--- src/hw/rtl/bgd_pkg.sv ---
// Shared types, opcodes, screen geometry and scaling constants for the
// bar-graph draw core. No dependencies; every other file imports this one.
package bgd_pkg;

    // Draw command opcodes
    localparam logic [1:0] OP_ERASE = 2'd0;
    localparam logic [1:0] OP_BOX   = 2'd1;
    localparam logic [1:0] OP_LINE  = 2'd2;

    // Commands a single sample can cause: clear, fill change, four markers
    localparam int NUM_SLOTS = 6;

    // Vertical bar geometry
    localparam logic [8:0] V_CAP       = 9'd190;
    localparam logic [9:0] V_BASE_ROW  = 10'd225;
    localparam logic [8:0] V_COLUMN    = 9'd162;
    localparam logic [8:0] V_SPAN      = 9'd9;
    localparam logic [7:0] V_CLR_ROW   = 8'd34;
    localparam logic [8:0] V_CLR_HGT   = 9'd190;

    // Horizontal bar geometry
    localparam logic [8:0] H_CAP       = 9'd306;
    localparam logic [7:0] H_ROW       = 8'd199;
    localparam logic [8:0] H_HEIGHT    = 9'd13;
    localparam logic [9:0] H_BASE_COL  = 10'd2;
    localparam logic [8:0] H_CLR_COL   = 9'd3;
    localparam logic [8:0] H_CLR_SPAN  = 9'd313;

    // Input clamps: beyond these the scaled level saturates at the cap
    localparam logic [9:0] V_RAW_MAX   = 10'd950;
    localparam logic [9:0] H_RAW_MAX   = 10'd900;
    localparam logic [9:0] V_MARK_MAX  = 10'd95;
    localparam logic [9:0] H_MARK_MAX  = 10'd90;

    // Reciprocals: x/5 = (x*13108)>>16 for x < 16384, x/50 = (x*20972)>>20
    // for x < 43690; both ranges cover the clamped operands.
    localparam logic [13:0] RECIP_5    = 14'd13108;
    localparam logic [14:0] RECIP_50   = 15'd20972;

    // Scaled levels of one sample, in pixels, with its orientation
    typedef struct packed {
        logic       horiz;
        logic [8:0] fill;
        logic [8:0] peak;
        logic [8:0] peep;
    } level_t;

    // One draw command
    typedef struct packed {
        logic [1:0] op;
        logic [7:0] row;
        logic [8:0] column;
        logic [8:0] height;
        logic [8:0] span;
        logic       ink;
    } cmd_t;

endpackage

--- src/hw/rtl/incremental_bargraph_draw_core.sv ---
// Bar-graph draw core: each pressure sample request yields between zero and six
// draw commands (interior clear, fill box or erase, old and new peak and PEEP
// marker lines), sent one per cycle while the output is not stalled, with the
// last command of the sample flagged. The first command is offered once the
// sample has passed the input holding register and the output slot registers,
// if the slots are free. A sample with at most one command frees them once that
// command is taken, so such samples stream at one per cycle unless the output
// stalls; otherwise a sample holds the single output port until its commands,
// up to six, are sent, while the next sample waits already scaled in the input
// stage. The user must write orientation only while no sample is in flight;
// the block does not enforce this. Depends on bgd_pkg, bgd_scale and bgd_build.
module incremental_bargraph_draw_core (
    input  logic               clk,
    input  logic               rst_n,
    input  logic               cfg_write,
    input  logic               cfg_data,
    input  logic               in_valid,
    output logic               in_stall,
    input  logic signed [15:0] pressure,
    input  logic [9:0]         peak_level,
    input  logic [9:0]         peep_level,
    output logic               out_valid,
    input  logic               out_stall,
    output logic [1:0]         op,
    output logic [7:0]         row,
    output logic [8:0]         column,
    output logic [8:0]         height,
    output logic [8:0]         span,
    output logic               ink,
    output logic               last
);
    import bgd_pkg::*;

    logic   orient_reg;
    logic   lvl_valid;
    logic   lvl_take;
    level_t lvl;
    cmd_t   cmd;

    // Orientation register: 0 vertical, 1 horizontal
    always_ff @(posedge clk or negedge rst_n)
    begin
        if (!rst_n)
        begin
            orient_reg <= 1'b0;
        end
        else if (cfg_write)
        begin
            orient_reg <= cfg_data;
        end
    end

    // Clamp and scale stage
    bgd_scale u_scale (
        .clk        (clk),
        .rst_n      (rst_n),
        .in_valid   (in_valid),
        .in_stall   (in_stall),
        .pressure   (pressure),
        .peak_level (peak_level),
        .peep_level (peep_level),
        .horiz      (orient_reg),
        .lvl_valid  (lvl_valid),
        .lvl_take   (lvl_take),
        .lvl        (lvl)
    );

    // Command generation and output slots
    bgd_build u_build (
        .clk       (clk),
        .rst_n     (rst_n),
        .lvl       (lvl),
        .lvl_valid (lvl_valid),
        .lvl_take  (lvl_take),
        .out_valid (out_valid),
        .out_stall (out_stall),
        .cmd       (cmd),
        .last      (last)
    );

    assign op     = cmd.op;
    assign row    = cmd.row;
    assign column = cmd.column;
    assign height = cmd.height;
    assign span   = cmd.span;
    assign ink    = cmd.ink;

endmodule

--- src/hw/rtl/bgd_scale.sv ---
// Input stage of the bar-graph draw core: takes a sample request, clamps and
// scales it to pixel levels, and holds the result. Depends on bgd_pkg.
module bgd_scale (
    input  logic                clk,
    input  logic                rst_n,
    input  logic                in_valid,
    output logic                in_stall,
    input  logic signed [15:0]  pressure,
    input  logic [9:0]          peak_level,
    input  logic [9:0]          peep_level,
    input  logic                horiz,
    output logic                lvl_valid,
    input  logic                lvl_take,
    output bgd_pkg::level_t     lvl
);
    import bgd_pkg::*;

    logic        valid_reg;
    logic        valid_next;
    level_t      lvl_reg;
    level_t      lvl_next;
    logic        accept;
    logic [14:0] raw;
    logic [9:0]  raw_v;
    logic [9:0]  raw_h;
    logic [23:0] prod_v;
    logic [13:0] mul17_h;
    logic [28:0] prod_h;

    // Scale a marker level: twice the level vertically, level*306/90
    // horizontally, both saturating at the cap.
    function automatic logic [8:0] scale_marker(input logic hz, input logic [9:0] m);
        logic [9:0]  mc;
        logic [10:0] x17;
        logic [24:0] prod;
        logic [8:0]  res;
        if (hz)
        begin
            mc   = (m > H_MARK_MAX) ? H_MARK_MAX : m;
            x17  = {mc[6:0], 4'd0} + {4'd0, mc[6:0]};
            prod = 25'(x17) * 25'(RECIP_5);
            res  = prod[24:16];
        end
        else
        begin
            mc   = (m > V_MARK_MAX) ? V_MARK_MAX : m;
            x17  = '0;
            prod = '0;
            res  = {1'b0, mc[6:0], 1'b0};
        end
        return res;
    endfunction

    // Negative samples count as zero, then clamp to the saturation point
    assign raw   = pressure[15] ? 15'd0 : pressure[14:0];
    assign raw_v = (raw > {5'd0, V_RAW_MAX}) ? V_RAW_MAX : raw[9:0];
    assign raw_h = (raw > {5'd0, H_RAW_MAX}) ? H_RAW_MAX : raw[9:0];

    // Fill level: raw/5 vertically, raw*17/50 horizontally
    assign prod_v  = 24'(raw_v) * 24'(RECIP_5);
    assign mul17_h = {raw_h, 4'd0} + {4'd0, raw_h};
    assign prod_h  = 29'(mul17_h) * 29'(RECIP_50);

    always_comb
    begin
        lvl_next.horiz = horiz;
        lvl_next.fill  = horiz ? prod_h[28:20] : {1'b0, prod_v[23:16]};
        lvl_next.peak  = scale_marker(horiz, peak_level);
        lvl_next.peep  = scale_marker(horiz, peep_level);
    end

    // Holding register handshake
    assign in_stall   = valid_reg && !lvl_take;
    assign accept     = in_valid && !in_stall;
    assign valid_next = accept ? 1'b1 : (lvl_take ? 1'b0 : valid_reg);

    always_ff @(posedge clk or negedge rst_n)
    begin
        if (!rst_n)
        begin
            valid_reg <= 1'b0;
        end
        else
        begin
            valid_reg <= valid_next;
        end
    end

    always_ff @(posedge clk)
    begin
        if (accept)
        begin
            lvl_reg <= lvl_next;
        end
    end

    assign lvl_valid = valid_reg;
    assign lvl      = lvl_reg;

endmodule

--- src/hw/rtl/bgd_build.sv ---
// Command stage of the bar-graph draw core: compares new levels with the shown
// ones, loads up to six commands into slot registers and sends them one per
// cycle while the output is not stalled. Depends on bgd_pkg.
module bgd_build (
    input  logic            clk,
    input  logic            rst_n,
    input  bgd_pkg::level_t lvl,
    input  logic            lvl_valid,
    output logic            lvl_take,
    output logic            out_valid,
    input  logic            out_stall,
    output bgd_pkg::cmd_t   cmd,
    output logic            last
);
    import bgd_pkg::*;

    logic [8:0]           fill_reg, fill_next;
    logic [8:0]           peak_reg, peak_next;
    logic [8:0]           peep_reg, peep_next;
    logic                 vready_reg, vready_next;
    logic                 hready_reg, hready_next;
    logic [NUM_SLOTS-1:0] pending_reg, pending_next;
    cmd_t                 slot_reg [NUM_SLOTS];
    cmd_t                 cand [NUM_SLOTS];
    logic [NUM_SLOTS-1:0] present;
    logic [NUM_SLOTS-1:0] sel;
    logic [NUM_SLOTS-1:0] remain;
    logic                 clear;
    logic [8:0]           m;
    logic [8:0]           old_peak;
    logic [8:0]           old_peep;
    logic [8:0]           v;
    logic [8:0]           dv;
    logic [8:0]           dm;
    logic [8:0]           up_ext;
    logic [8:0]           down_ext;
    logic [9:0]           up_pos;
    logic [9:0]           down_pos;
    logic                 out_accept;

    // Marker line at a given level
    function automatic cmd_t marker_cmd(input logic hz, input logic [8:0] lv,
                                        input logic ink);
        cmd_t c;
        logic [9:0] pos;
        c.op  = OP_LINE;
        c.ink = ink;
        if (hz)
        begin
            pos      = H_BASE_COL + {1'b0, lv};
            c.row    = H_ROW;
            c.column = pos[8:0];
            c.height = H_HEIGHT;
            c.span   = 9'd0;
        end
        else
        begin
            pos      = V_BASE_ROW - {1'b0, lv};
            c.row    = pos[7:0];
            c.column = V_COLUMN;
            c.height = 9'd0;
            c.span   = V_SPAN;
        end
        return c;
    endfunction

    // Levels as they stand on screen; a clear of the interior resets them
    assign clear    = lvl.horiz ? !hready_reg : !vready_reg;
    assign m        = clear ? 9'd0 : fill_reg;
    assign old_peak = clear ? 9'd0 : peak_reg;
    assign old_peep = clear ? 9'd0 : peep_reg;
    assign v        = lvl.fill;

    // A zero fill level counts one pixel further out
    assign dv       = (v == 9'd0) ? 9'd1 : 9'd0;
    assign dm       = (m == 9'd0) ? 9'd1 : 9'd0;
    assign up_ext   = v - dm - m;
    assign down_ext = m - dv - v;
    assign up_pos   = lvl.horiz ? (H_BASE_COL + {1'b0, dm + m}) : (V_BASE_ROW - {1'b0, v});
    assign down_pos = lvl.horiz ? (H_BASE_COL + {1'b0, dv + v}) : (V_BASE_ROW - {1'b0, m});

    // Candidate commands in their fixed order
    always_comb
    begin
        // Interior clear
        if (lvl.horiz)
        begin
            cand[0] = '{op: OP_ERASE, row: H_ROW, column: H_CLR_COL,
                        height: H_HEIGHT, span: H_CLR_SPAN, ink: 1'b0};
        end
        else
        begin
            cand[0] = '{op: OP_ERASE, row: V_CLR_ROW, column: V_COLUMN,
                        height: V_CLR_HGT, span: V_SPAN, ink: 1'b0};
        end

        // Fill change: a box over the gained part or an erase of the lost part
        cand[1].op  = (v > m) ? OP_BOX : OP_ERASE;
        cand[1].ink = (v > m);
        if (lvl.horiz)
        begin
            cand[1].row    = H_ROW;
            cand[1].column = (v > m) ? up_pos[8:0] : down_pos[8:0];
            cand[1].height = H_HEIGHT;
            cand[1].span   = (v > m) ? up_ext : down_ext;
        end
        else
        begin
            cand[1].row    = (v > m) ? up_pos[7:0] : down_pos[7:0];
            cand[1].column = V_COLUMN;
            cand[1].height = (v > m) ? up_ext : down_ext;
            cand[1].span   = V_SPAN;
        end

        // Old markers are inked when covered by the new fill, new ones cleared
        cand[2] = marker_cmd(lvl.horiz, old_peak, old_peak < v);
        cand[3] = marker_cmd(lvl.horiz, lvl.peak, !(lvl.peak < v));
        cand[4] = marker_cmd(lvl.horiz, old_peep, old_peep < v);
        cand[5] = marker_cmd(lvl.horiz, lvl.peep, !(lvl.peep < v));

        present[0] = clear;
        present[1] = (v != m);
        present[2] = (old_peak != 9'd0);
        present[3] = (lvl.peak != 9'd0);
        present[4] = (old_peep != 9'd0);
        present[5] = (lvl.peep != 9'd0);
    end

    // Send the lowest pending slot; the slots free up when the last one leaves
    assign sel        = pending_reg & (~pending_reg + NUM_SLOTS'(1));
    assign out_valid  = |pending_reg;
    assign last       = ((pending_reg & ~sel) == '0);
    assign out_accept = out_valid && !out_stall;
    assign remain     = out_accept ? (pending_reg & ~sel) : pending_reg;
    assign lvl_take   = lvl_valid && (remain == '0);

    always_comb
    begin
        cmd = '0;
        for (int i = 0; i < NUM_SLOTS; i++)
        begin
            if (sel[i])
            begin
                cmd = cmd | slot_reg[i];
            end
        end
    end

    // Shown levels and ready flags follow each sample taken
    always_comb
    begin
        pending_next = remain;
        fill_next    = fill_reg;
        peak_next    = peak_reg;
        peep_next    = peep_reg;
        vready_next  = vready_reg;
        hready_next  = hready_reg;
        if (lvl_take)
        begin
            pending_next = present;
            fill_next    = v;
            peak_next    = lvl.peak;
            peep_next    = lvl.peep;
            if (clear)
            begin
                vready_next = !lvl.horiz;
                hready_next = lvl.horiz;
            end
        end
    end

    always_ff @(posedge clk or negedge rst_n)
    begin
        if (!rst_n)
        begin
            pending_reg <= '0;
            fill_reg    <= '0;
            peak_reg    <= '0;
            peep_reg    <= '0;
            vready_reg  <= 1'b0;
            hready_reg  <= 1'b0;
        end
        else
        begin
            pending_reg <= pending_next;
            fill_reg    <= fill_next;
            peak_reg    <= peak_next;
            peep_reg    <= peep_next;
            vready_reg  <= vready_next;
            hready_reg  <= hready_next;
        end
    end

    always_ff @(posedge clk)
    begin
        if (lvl_take)
        begin
            for (int i = 0; i < NUM_SLOTS; i++)
            begin
                slot_reg[i] <= cand[i];
            end
        end
    end

endmodule

--- config.mk ---
export PLATFORM = sky130hd
export DESIGN_NAME = incremental_bargraph_draw_core
export DESIGN_NICKNAME = d
export VERILOG_FILES = /design/src/hw/rtl/bgd_pkg.sv /design/src/hw/rtl/incremental_bargraph_draw_core.sv /design/src/hw/rtl/bgd_scale.sv /design/src/hw/rtl/bgd_build.sv
export SDC_FILE = /design/constraint.sdc
export NUM_CORES = 1
export LEC_CHECK = 0
export CAP_MARGIN = 5
export CORE_ASPECT_RATIO = 2
export CORE_UTILIZATION = 55
export CTS_BUF_LIST = sky130_fd_sc_hd__clkbuf_8 sky130_fd_sc_hd__clkbuf_16
export CTS_CLUSTER_DIAMETER = 80
export DETAILED_ROUTE_END_ITERATION = 6
export DONT_BUFFER_PORTS = 1
export GPL_ROUTABILITY_DRIVEN = 0
export PLACE_DENSITY = 0.7
export SLEW_MARGIN = 20
export SYNTH_ARGS = -nofsm -noshare
export SYNTH_HDL_FRONTEND = slang
export SYNTH_SLANG_ARGS = --single-unit
--- constraint.sdc ---
create_clock -name clk -period 17.28 [get_ports clk]
set_input_delay 4.32 -clock clk [delete_from_list [all_inputs] [get_ports clk]]
set_output_delay 4.32 -clock clk [all_outputs]
set_load 0.03 [all_outputs]
==> out/qor.yml, run 1 <==
setup_path:
  path_buf_inv: 5
  crit_path_max_incr_delay_ns: 0.59
  cpMaxStageDelayCell: "xnor2_1"
  worstPathRequired_ns: 17.46
  r2r-start: "u_build.hready_reg"
  critPathTopFamily: "adder cells"
  cp_max_fo: 7
  cp-start-kind: "primary input"
  reg2reg_to: "u_build.slot_reg[1][9]"
  cp_common_cell: "inv_1"
  cp_data_arrival_time_ns: 12.15
  r2r_cells: 15
  r2r_slack_ns: 12.02
  end_kind: "flip-flop"
  worst-setup-path-type: "in2reg"
grt:
  grt_pass1_wl_um: 86400
  grt-ovfl-total: 0
  grt_start_max_net_pins: 73
  grtUsageTotal: 0.287
  grt_antenna_before_repair: 0
  grt_pass1_vias: 16900
worst_hold_path:
  hold_depth: 2
  min_from: "u_build.fill_reg[8]"
  min_to: "u_build.fill_reg[8]"
  hp-class: "reg2reg"
die:
  dieWidth_um: 141
  die_area_um2: 39300
  coreArea_um2: 37900
  row_count: 101
  io_pins: 83
  chipHeight_um: 279
  start_util: 0.558
route:
  routed_wl_um: 54000
  drt-vias-per-instance: 5.91
  firstDrtPassIters: 5
  dr_total_vias: 15900
  drc: 0
  antenna_left: 0
  drt-wirelength-per-cell_um: 20.1
  drt_iter0_drc: 835
cells_and_area:
  antenna_cells: 0
  largest_reg_flops: 110
  finalNonFillerCells: 2685
  fin_util: 0.586
  area_delta_synth_final_pct: 4.95
  num-fill-cells: 3271
  nNetsFinal: 2786
  drive_gt1_frac: 0.0396
cts:
  numCtsBuffers: 17
  htreeDepth: 4
  clkSlewWorstSetupHoldPaths_ns: 0.06
  post_cts_buffers: 0
  cts_resized: 0
  cts_tree: "built"
  cts_sinks: 175
  ctsHoldBuffers: 0
  cts_root_buf: "clkbuf_16"
  clk_path_buf_depth: 2
  clock_latency_ns: 0.45
synthesis:
  ys_top_cells_by_count: "inv_1 (387), ha_1 (382), nand2_1 (222)"
  synthArstFlopShare: 0.211
  syn_nets: 2813
  synth_top_area_frac: 0.226
  ys.flop_type: "edfxtp_1"
  synth_edf_count: 138
  netlist_area_um2: 21200
  yosys.cell_count.top_type: "inv_1"
  netlist_top_cells_area: "ha_1 (23%), edfxtp_1 (20%), fa_1 (14%), inv_1 (6.9%), dfrtp_1 (4.4%)"
  synth_cell_types: 84
  yosysWarnings: 0
  postSynthCellCount: 2236
  seq_area_frac_synth: 0.240
  ys_ff_latch: 175
  synth_top_cell_by_area: "ha_1"
  avgSynthCellArea_um2: 9.46
sta:
  hold_viol: 0
  worst_pin_slew_ns: 0.928
  drv_slew: 0
  hold_slack_ns: 0.518
  fin_setup_tns_ns: 0
  setup_violations: 0
  slew_headroom: 0.379
  post-route-period-util: 0.693
  fin_crit_ns: 11.97
  clock_skew_ns: 0.0135
  rsz0062_at_grt: "no"
  fmax_ghz: 0.0835
run:
  cap_violations: 0
placement:
  numPortBuffers: 0
  placed_cells: 2653
  hpwl_um: 45100
outcome:
  status: "completed"
[worst register-to-register path, stage by stage (launching register included)]
cell	delay (ns)
dfrtp_1	0.64
mux2_2	0.66
nand2_1	0.39
inv_1	0.16
nor4_1	0.41
nand3_1	0.25
fa_1	0.47
fa_1	0.39
nand2b_1	0.15
a21oi_1	0.23
o21bai_1	0.09
a21o_1	0.22
a2111o_1	0.40
o311ai_0	0.20
nand4b_1	0.21
nand4_1	0.12
[cell usage in the layout (no fill, tap or decap), types with 14 or more instances in the layout]
cell type	synthesis	routed
edfxtp_1	138	138
a211oi_1	14	14
inv_1	387	387
nand4_1	19	19
ha_1	382	382
fa_1	153	153
nor2_1	111	111
dfrtp_1	37	37
a21oi_1	80	80
and2_1	38	38
xor2_1	49	49
nand2_1	222	222
nor2b_1	16	16
nand2b_1	19	19
nor3_1	28	28
and3_1	21	21
a22o_1	17	17
o21ai_0	73	72
a21o_1	38	38
clkbuf_16	0	17
nand3_1	46	46
xnor2_1	77	77
buf_4	0	14
a221o_1	19	19
[metrics by stage]
step	area (um^2)	setup WS, ns
2_1_floorplan	21200	5.61
3_3_place_gp	21600	5.07
3_5_place_dp	21600	4.88
4_1_cts	22200	5.35
5_1_grt	22200	4.73
6_report	22200	5.31
[worst max path at each step]
stage | from | endpoint | slack, ns | cells past startpoint
finish | pressure[14] | u_scale.lvl[26] | 5.31 | 30
global route | pressure[14] | u_scale.lvl[26] | 4.73 | 30
CTS | pressure[14] | u_scale.lvl[26] | 5.35 | 30
detailed placement | pressure[14] | u_scale.lvl[26] | 4.88 | 30
global placement | pressure[14] | u_scale.lvl[26] | 5.07 | 30
floorplan | pressure[14] | u_scale.lvl[26] | 5.61 | 29
[area by class of cell]
type | count | area, um^2 | area share
tap | 463 | 579 | 0.0261
clock buffer | 17 | 425 | 0.0192
timing repair buffer | 14 | 105 | 0.00473
clock inverter | 15 | 138 | 0.00620
sequential | 175 | 5070 | 0.228
multi-input combinational | 1609 | 14400 | 0.649
inverter | 392 | 1480 | 0.0665
[metal layers]
layer,part of all wire,up-vias,track usage
li1,-,7522,-
met5,0,-,0
met2,0.57,437,0.575
met1,0.33,7725,0.269
met4,0.064,0,0.184
met3,0.034,176,0.0289
[cell families after synthesis]
kind of cell | synth area share
AOI/OAI and AO/OA | 0.114
and+or+nand+nor | 0.132
buffers and inverters | 0.0804
DFF | 0.240
adders and majority gates | 0.372
xor gates and xnor gates | 0.0545
muxes | 0.00793
Power of run 1 is left out: the tool's default activity adds up to more than one toggle a clock period on the data nets, which glitch-free logic cannot reach.
==> run 2, diff against run 1 <==
- ABC_AREA: not set -> 1
- PLACE_DENSITY: 0.7 -> 0.73
- clock period: 17.28 -> 9.7 ns (I/O delays scaled with it)
==> out/qor.yml, run 2 <==
cts:
  cts_resized: 0  # unchanged
  post_cts_buffers: 0  # unchanged
  cts_root_buf: "clkbuf_16"
  clk_path_buf_depth: 2  # unchanged
  numCtsBuffers: 17  # unchanged
  ctsHoldBuffers: 0  # unchanged
  clock_latency_ns: 0.45  # about the same
  htreeDepth: 4  # unchanged
  cts_sinks: 175  # unchanged
  cts_tree: "built"
  clkSlewWorstSetupHoldPaths_ns: 0.07  # about the same
synthesis:
  synth_top_cell_by_area: "ha_1"
  seq_area_frac_synth: 0.229  # -0.0106
  ys.flop_type: "edfxtp_1"
  synthArstFlopShare: 0.211  # unchanged
  postSynthCellCount: 2702  # +21%
  avgSynthCellArea_um2: 8.19  # -13%
  yosysWarnings: 0  # unchanged
  netlist_top_cells_area: "ha_1 (22%), edfxtp_1 (19%), fa_1 (14%), inv_1 (9.5%), nand2_1 (7.2%)"
  syn_nets: 3279  # +17%
  ys_top_cells_by_count: "inv_1 (563), nand2_1 (423), ha_1 (382)"
  ys_ff_latch: 175  # unchanged
  synth_top_area_frac: 0.216  # -0.0100
  yosys.cell_count.top_type: "inv_1"
  synth_cell_types: 60  # -29%
  netlist_area_um2: 22100  # +4.6%
  synth_edf_count: 138  # unchanged
route:
  drt-wirelength-per-cell_um: 18.0  # -11%
  drt_iter0_drc: 1075  # +29%
  drt-vias-per-instance: 5.68  # -3.8%
  firstDrtPassIters: 7  # +2
  routed_wl_um: 58100  # +7.6%
  drc: 1  # +1
  antenna_left: 0  # unchanged
  dr_total_vias: 18400  # +16%
die:
  die_area_um2: 41100  # +4.6%
  io_pins: 83  # unchanged
  chipHeight_um: 286  # +2.3%
  start_util: 0.559  # +0.00145
  row_count: 103  # +2.0%
  dieWidth_um: 144  # +2.3%
  coreArea_um2: 39600  # +4.4%
run:
  cap_violations: 0  # unchanged
cells_and_area:
  final_common_cell: "inv_1"
  num-fill-cells: 3543  # +8.3%
  largest_reg_flops: 110  # unchanged
  nNetsFinal: 3274  # +18%
  antenna_cells: 0  # unchanged
  area_delta_synth_final_pct: 5.65
  drive_gt1_frac: 0.0428  # +0.00320
  most-common-layout-cells: "inv_1 (563), nand2_1 (423), ha_1 (382), nor2_1 (200), a21oi_1 (162)"
sta:
  setup_violations: 0  # unchanged
  fin_crit_ns: 8.90
  post-route-period-util: 0.917
  rsz0062_at_grt: "no"
  fin_setup_tns_ns: 0  # unchanged
  layout_setup_ws_ns: 0.801  # -4.51 ns
  slew_headroom: 0.347  # -0.0322
  clock_skew_ns: 0.0114  # -0.00214 ns
  drv_slew: 0  # unchanged
  fmax_ghz: 0.112
  worst_pin_slew_ns: 0.976  # +0.0481 ns
  hold_viol: 0  # unchanged
placement:
  hpwl_um: 48200  # +6.8%
  numPortBuffers: 0  # unchanged
  preCtsSetupSlack_ns: 0.423  # -4.46 ns
grt:
  grt_pass1_wl_um: 93200  # +7.9%
  grt_pass1_vias: 19200  # +13%
  grt-ovfl-total: 0  # unchanged
  grt_start_max_net_pins: 71  # -2.7%
  grt_antenna_before_repair: 0  # unchanged
  grtUsageTotal: 0.294  # +0.00707
setup_path:
  crit_path_max_incr_delay_ns: 0.54  # -0.05 ns
  cpMaxStageDelayCell: "fa_1"
  end_kind: "flip-flop"
  worstPathRequired_ns: 9.90  # -7.56 ns
  cp_common_cell: "nand2_1"
  cp-start-kind: "primary input"
  cp_data_arrival_time_ns: 9.10  # -3.05 ns
  cp_max_fo: 5  # -2
  worst-setup-path-type: "in2reg"
outcome:
  status: "complete, but fails checks"
  violations: "design-rule violations"
worst_hold_path:
  hp-class: "reg2reg"
[run 2: layout make-up]
| class | count | area, um^2 | share of cell area |
|---|---|---|---|
| tap | 525 | 657 | 0.0281 |
| multi-input combinational | 1907 | 14700 | 0.629 |
| sequential | 175 | 5070 | 0.217 |
| clock inverter | 15 | 195 | 0.00835 |
| inverter | 576 | 2170 | 0.0930 |
| timing repair buffer | 20 | 150 | 0.00642 |
| clock buffer | 17 | 425 | 0.0182 |
[run 2: cells by family (layout without fill, tap and decap cells)]
group / Yosys count / in the layout / share of synthesized area
AO/OA/AOI/OAI: 436 / 436 / 0.114
XOR/XNOR: 51 / 51 / 0.0226
adder cells (fa/ha/maj): 535 / 535 / 0.354
buffers and inverters: 620 / 628 / 0.107
flip-flops: 175 / 175 / 0.229
multiplexers: 4 / 4 / 0.00181
AND/OR/NAND/NOR: 881 / 881 / 0.172
[run 2: worst paths after layout]
path / from / end / slack [ns] / cells after the start
max in group asynchronous: rst_n / u_build.pending_reg[5] / 7.94 / 0
worst max-delay path: peep_level[8] / u_scale.lvl[7] / 0.80 / 33
worst min-delay path: u_build.fill_reg[3] / u_build.fill_reg[3] / 0.49 / 2
worst min register to register: u_build.fill_reg[3] / u_build.fill_reg[3] / 0.49 / 2
min in group asynchronous: rst_n / u_build.fill_reg[1] / 1.67 / 0
worst max register to register: u_scale.lvl[27] / u_build.slot_reg[1][9] / 4.29 / 24
[run 2: critical path, delay by kind of cell]
kind,cells,cell delay [ns]
buf+inv,7,0.71
simple gates,12,1.27
fa+ha+maj,8,3.19
compound gates,6,1.49
[run 2: through the flow]
step,hold slack (ns),area (um^2),std cells,util
final,0.493,23400,3235,0.591
after global routing,0.518,23400,3235,0.591
after CTS,0.499,23400,3235,0.591
after detailed placement,0.481,22800,3203,0.575
after global placement,0.469,22800,3203,0.575
after floorplan,0.423,22100,2702,-
[run 2: routing by layer]
| metal | part of all wire | routed length, um | GRT usage | vias to the layer above |
|---|---|---|---|---|
| met3 | 0.038 | 2230 | 0.0291 | 230 |
| met4 | 0.071 | 4140 | 0.205 | 0 |
| met2 | 0.55 | 31700 | 0.561 | 600 |
| met1 | 0.34 | 20000 | 0.288 | 8709 |
| li1 | - | - | - | 8846 |
| met5 | 0 | 0 | 0 | - |
Power of run 2 is left out for the same reason.
==> run 3, diff against run 2 <==
--- a/constraint.sdc
+++ b/constraint.sdc
@@ -3,2 +3,2 @@
 set_output_delay 2.425 -clock clk [all_outputs]
-set_load 0.03 [all_outputs]
+set_load 0.02 [all_outputs]
==> out/qor.yml, run 3 (synthesized netlist as in run 2, its figures left out) <==
cts:
  clk_path_buf_depth: 2  # unchanged
  cts_tree: "built"
  clock_latency_ns: 0.46  # about the same
  cts_sinks: 175  # unchanged
  cts_root_buf: "clkbuf_16"
  ctsHoldBuffers: 0  # unchanged
  post_cts_buffers: 0  # unchanged
  clkSlewWorstSetupHoldPaths_ns: 0.07  # about the same
  numCtsBuffers: 17  # unchanged
  htreeDepth: 4  # unchanged
  cts_resized: 0  # unchanged
run:
  cap_violations: 0  # unchanged
setup_path:
  cp-start-kind: "primary input"
  r2r_slack_ns: 4.25  # -0.04 ns
  cp_common_cell: "nand2_1"
  reg2reg_to: "u_build.slot_reg[1][9]"
  worstPathRequired_ns: 9.90  # about the same
  cp_data_arrival_time_ns: 9.15  # +0.05 ns
  crit_start: "peep_level[8]"
  cpMaxStageDelayCell: "o21ai_0"
  cp_max_fo: 5  # unchanged
  crit_path_max_incr_delay_ns: 0.58  # +0.04 ns
  r2r-start: "u_scale.lvl[27]"
  worst-setup-path-type: "in2reg"
  r2r_cells: 24  # unchanged
  end_kind: "flip-flop"
sta:
  post-route-period-util: 0.922  # +0.00492
  hold_viol: 0  # unchanged
  clock_skew_ns: 0.0161  # +0.00474 ns
  slew_headroom: 0.372  # +0.0257
  fmax_ghz: 0.112  # -0.53%
  drv_slew: 0  # unchanged
  layout_setup_ws_ns: 0.753  # -0.0477 ns
  setup_violations: 0  # unchanged
  fin_crit_ns: 8.95  # +0.0477 ns
  fin_setup_tns_ns: 0  # unchanged
  rsz0062_at_grt: "no"
  worst_pin_slew_ns: 0.939  # -0.0372 ns
grt:
  grtUsageTotal: 0.296  # +0.00246
  grt_pass1_vias: 19300  # +0.59%
  grt_pass1_wl_um: 93700  # +0.52%
  grt_start_max_net_pins: 71  # unchanged
  grt_antenna_before_repair: 0  # unchanged
  grt-ovfl-total: 0  # unchanged
cells_and_area:
  final_common_cell: "inv_1"
  most-common-layout-cells: "inv_1 (564), nand2_1 (423), ha_1 (382), nor2_1 (200), a21oi_1 (162)"
  area_delta_synth_final_pct: 5.68  # about the same
  seqCellArea_um2: 5070  # unchanged
  multi_input_area_um2: 14700  # unchanged
  largest_reg_flops: 110  # unchanged
  num-fill-cells: 3477  # -1.9%
  drive_gt1_frac: 0.0421  # -0.000722
  antenna_cells: 0  # unchanged
  nNetsFinal: 3273  # -0.031%
  fin_util: 0.591  # about the same
die:
  row_count: 103  # unchanged
  die_area_um2: 41100  # unchanged
  coreArea_um2: 39600  # unchanged
  io_pins: 83  # unchanged
  chipHeight_um: 286  # unchanged
  dieWidth_um: 144  # unchanged
  start_util: 0.559  # unchanged
route:
  routed_wl_um: 58200  # +0.10%
  dr_total_vias: 18300  # -0.58%
  drt-vias-per-instance: 5.65  # -0.55%
  firstDrtPassIters: 7  # unchanged
  drt-wirelength-per-cell_um: 18.0  # +0.13%
  drc: 0  # -1
  antenna_left: 0  # unchanged
  drt_iter0_drc: 1166  # +8.5%
worst_hold_path:
  min_from: "u_build.hready_reg"
  min_to: "u_build.hready_reg"
  hold_depth: 2  # unchanged
  hp-class: "reg2reg"
outcome:
  status: "completed"
placement:
  preCtsSetupSlack_ns: 0.432  # +0.00849 ns
  numPortBuffers: 0  # unchanged
  hpwl_um: 48300  # +0.21%
run 3: layer usage:
layer | share of wire | global-route usage | vias to the layer above
li1 | - | - | 8842
met1 | 0.34 | 0.285 | 8602
met2 | 0.54 | 0.564 | 580
met3 | 0.038 | 0.0340 | 255
met4 | 0.076 | 0.216 | 0
met5 | 0 | 0 | -
run 3: worst max-delay path by stage:
stage | slack [ns] | end
6_report | 0.75 | u_scale.lvl[7]
4_1_cts | 0.86 | u_scale.lvl[7]
3_3_place_gp | 0.57 | u_scale.lvl[19]
5_1_grt | 0.19 | u_scale.lvl[7]
2_1_floorplan | 0.60 | u_scale.lvl[24]
3_5_place_dp | 0.43 | u_scale.lvl[7]
run 3: worst max-delay path: cells and delay by family:
kind | cells | cell delay, ns
AO/OA/AOI/OAI | 6 | 1.58
AND/OR/NAND/NOR | 12 | 1.26
adder cells (fa/ha/maj) | 8 | 3.16
buffers and inverters | 7 | 0.71
run 3: metrics by stage:
step | area, um^2 | hold slack [ns] | std cells
global placement | 22800 | 0.469 | 3202
CTS | 23400 | 0.497 | 3234
global route | 23400 | 0.518 | 3234
floorplan | 22100 | 0.423 | 2702
finish | 23400 | 0.496 | 3234
detailed placement | 22800 | 0.480 | 3202
run 3: cell type report:
| class | instances | share of cell area |
|---|---|---|
| inverters | 576 | 0.0930 |
| well taps | 525 | 0.0281 |
| flip-flops and latches | 175 | 0.217 |
| clock inverters | 15 | 0.00893 |
| repair buffers | 19 | 0.00610 |
| multi-input cells | 1907 | 0.629 |
| clock buffers | 17 | 0.0182 |
Power of run 3 is left out for the same reason.
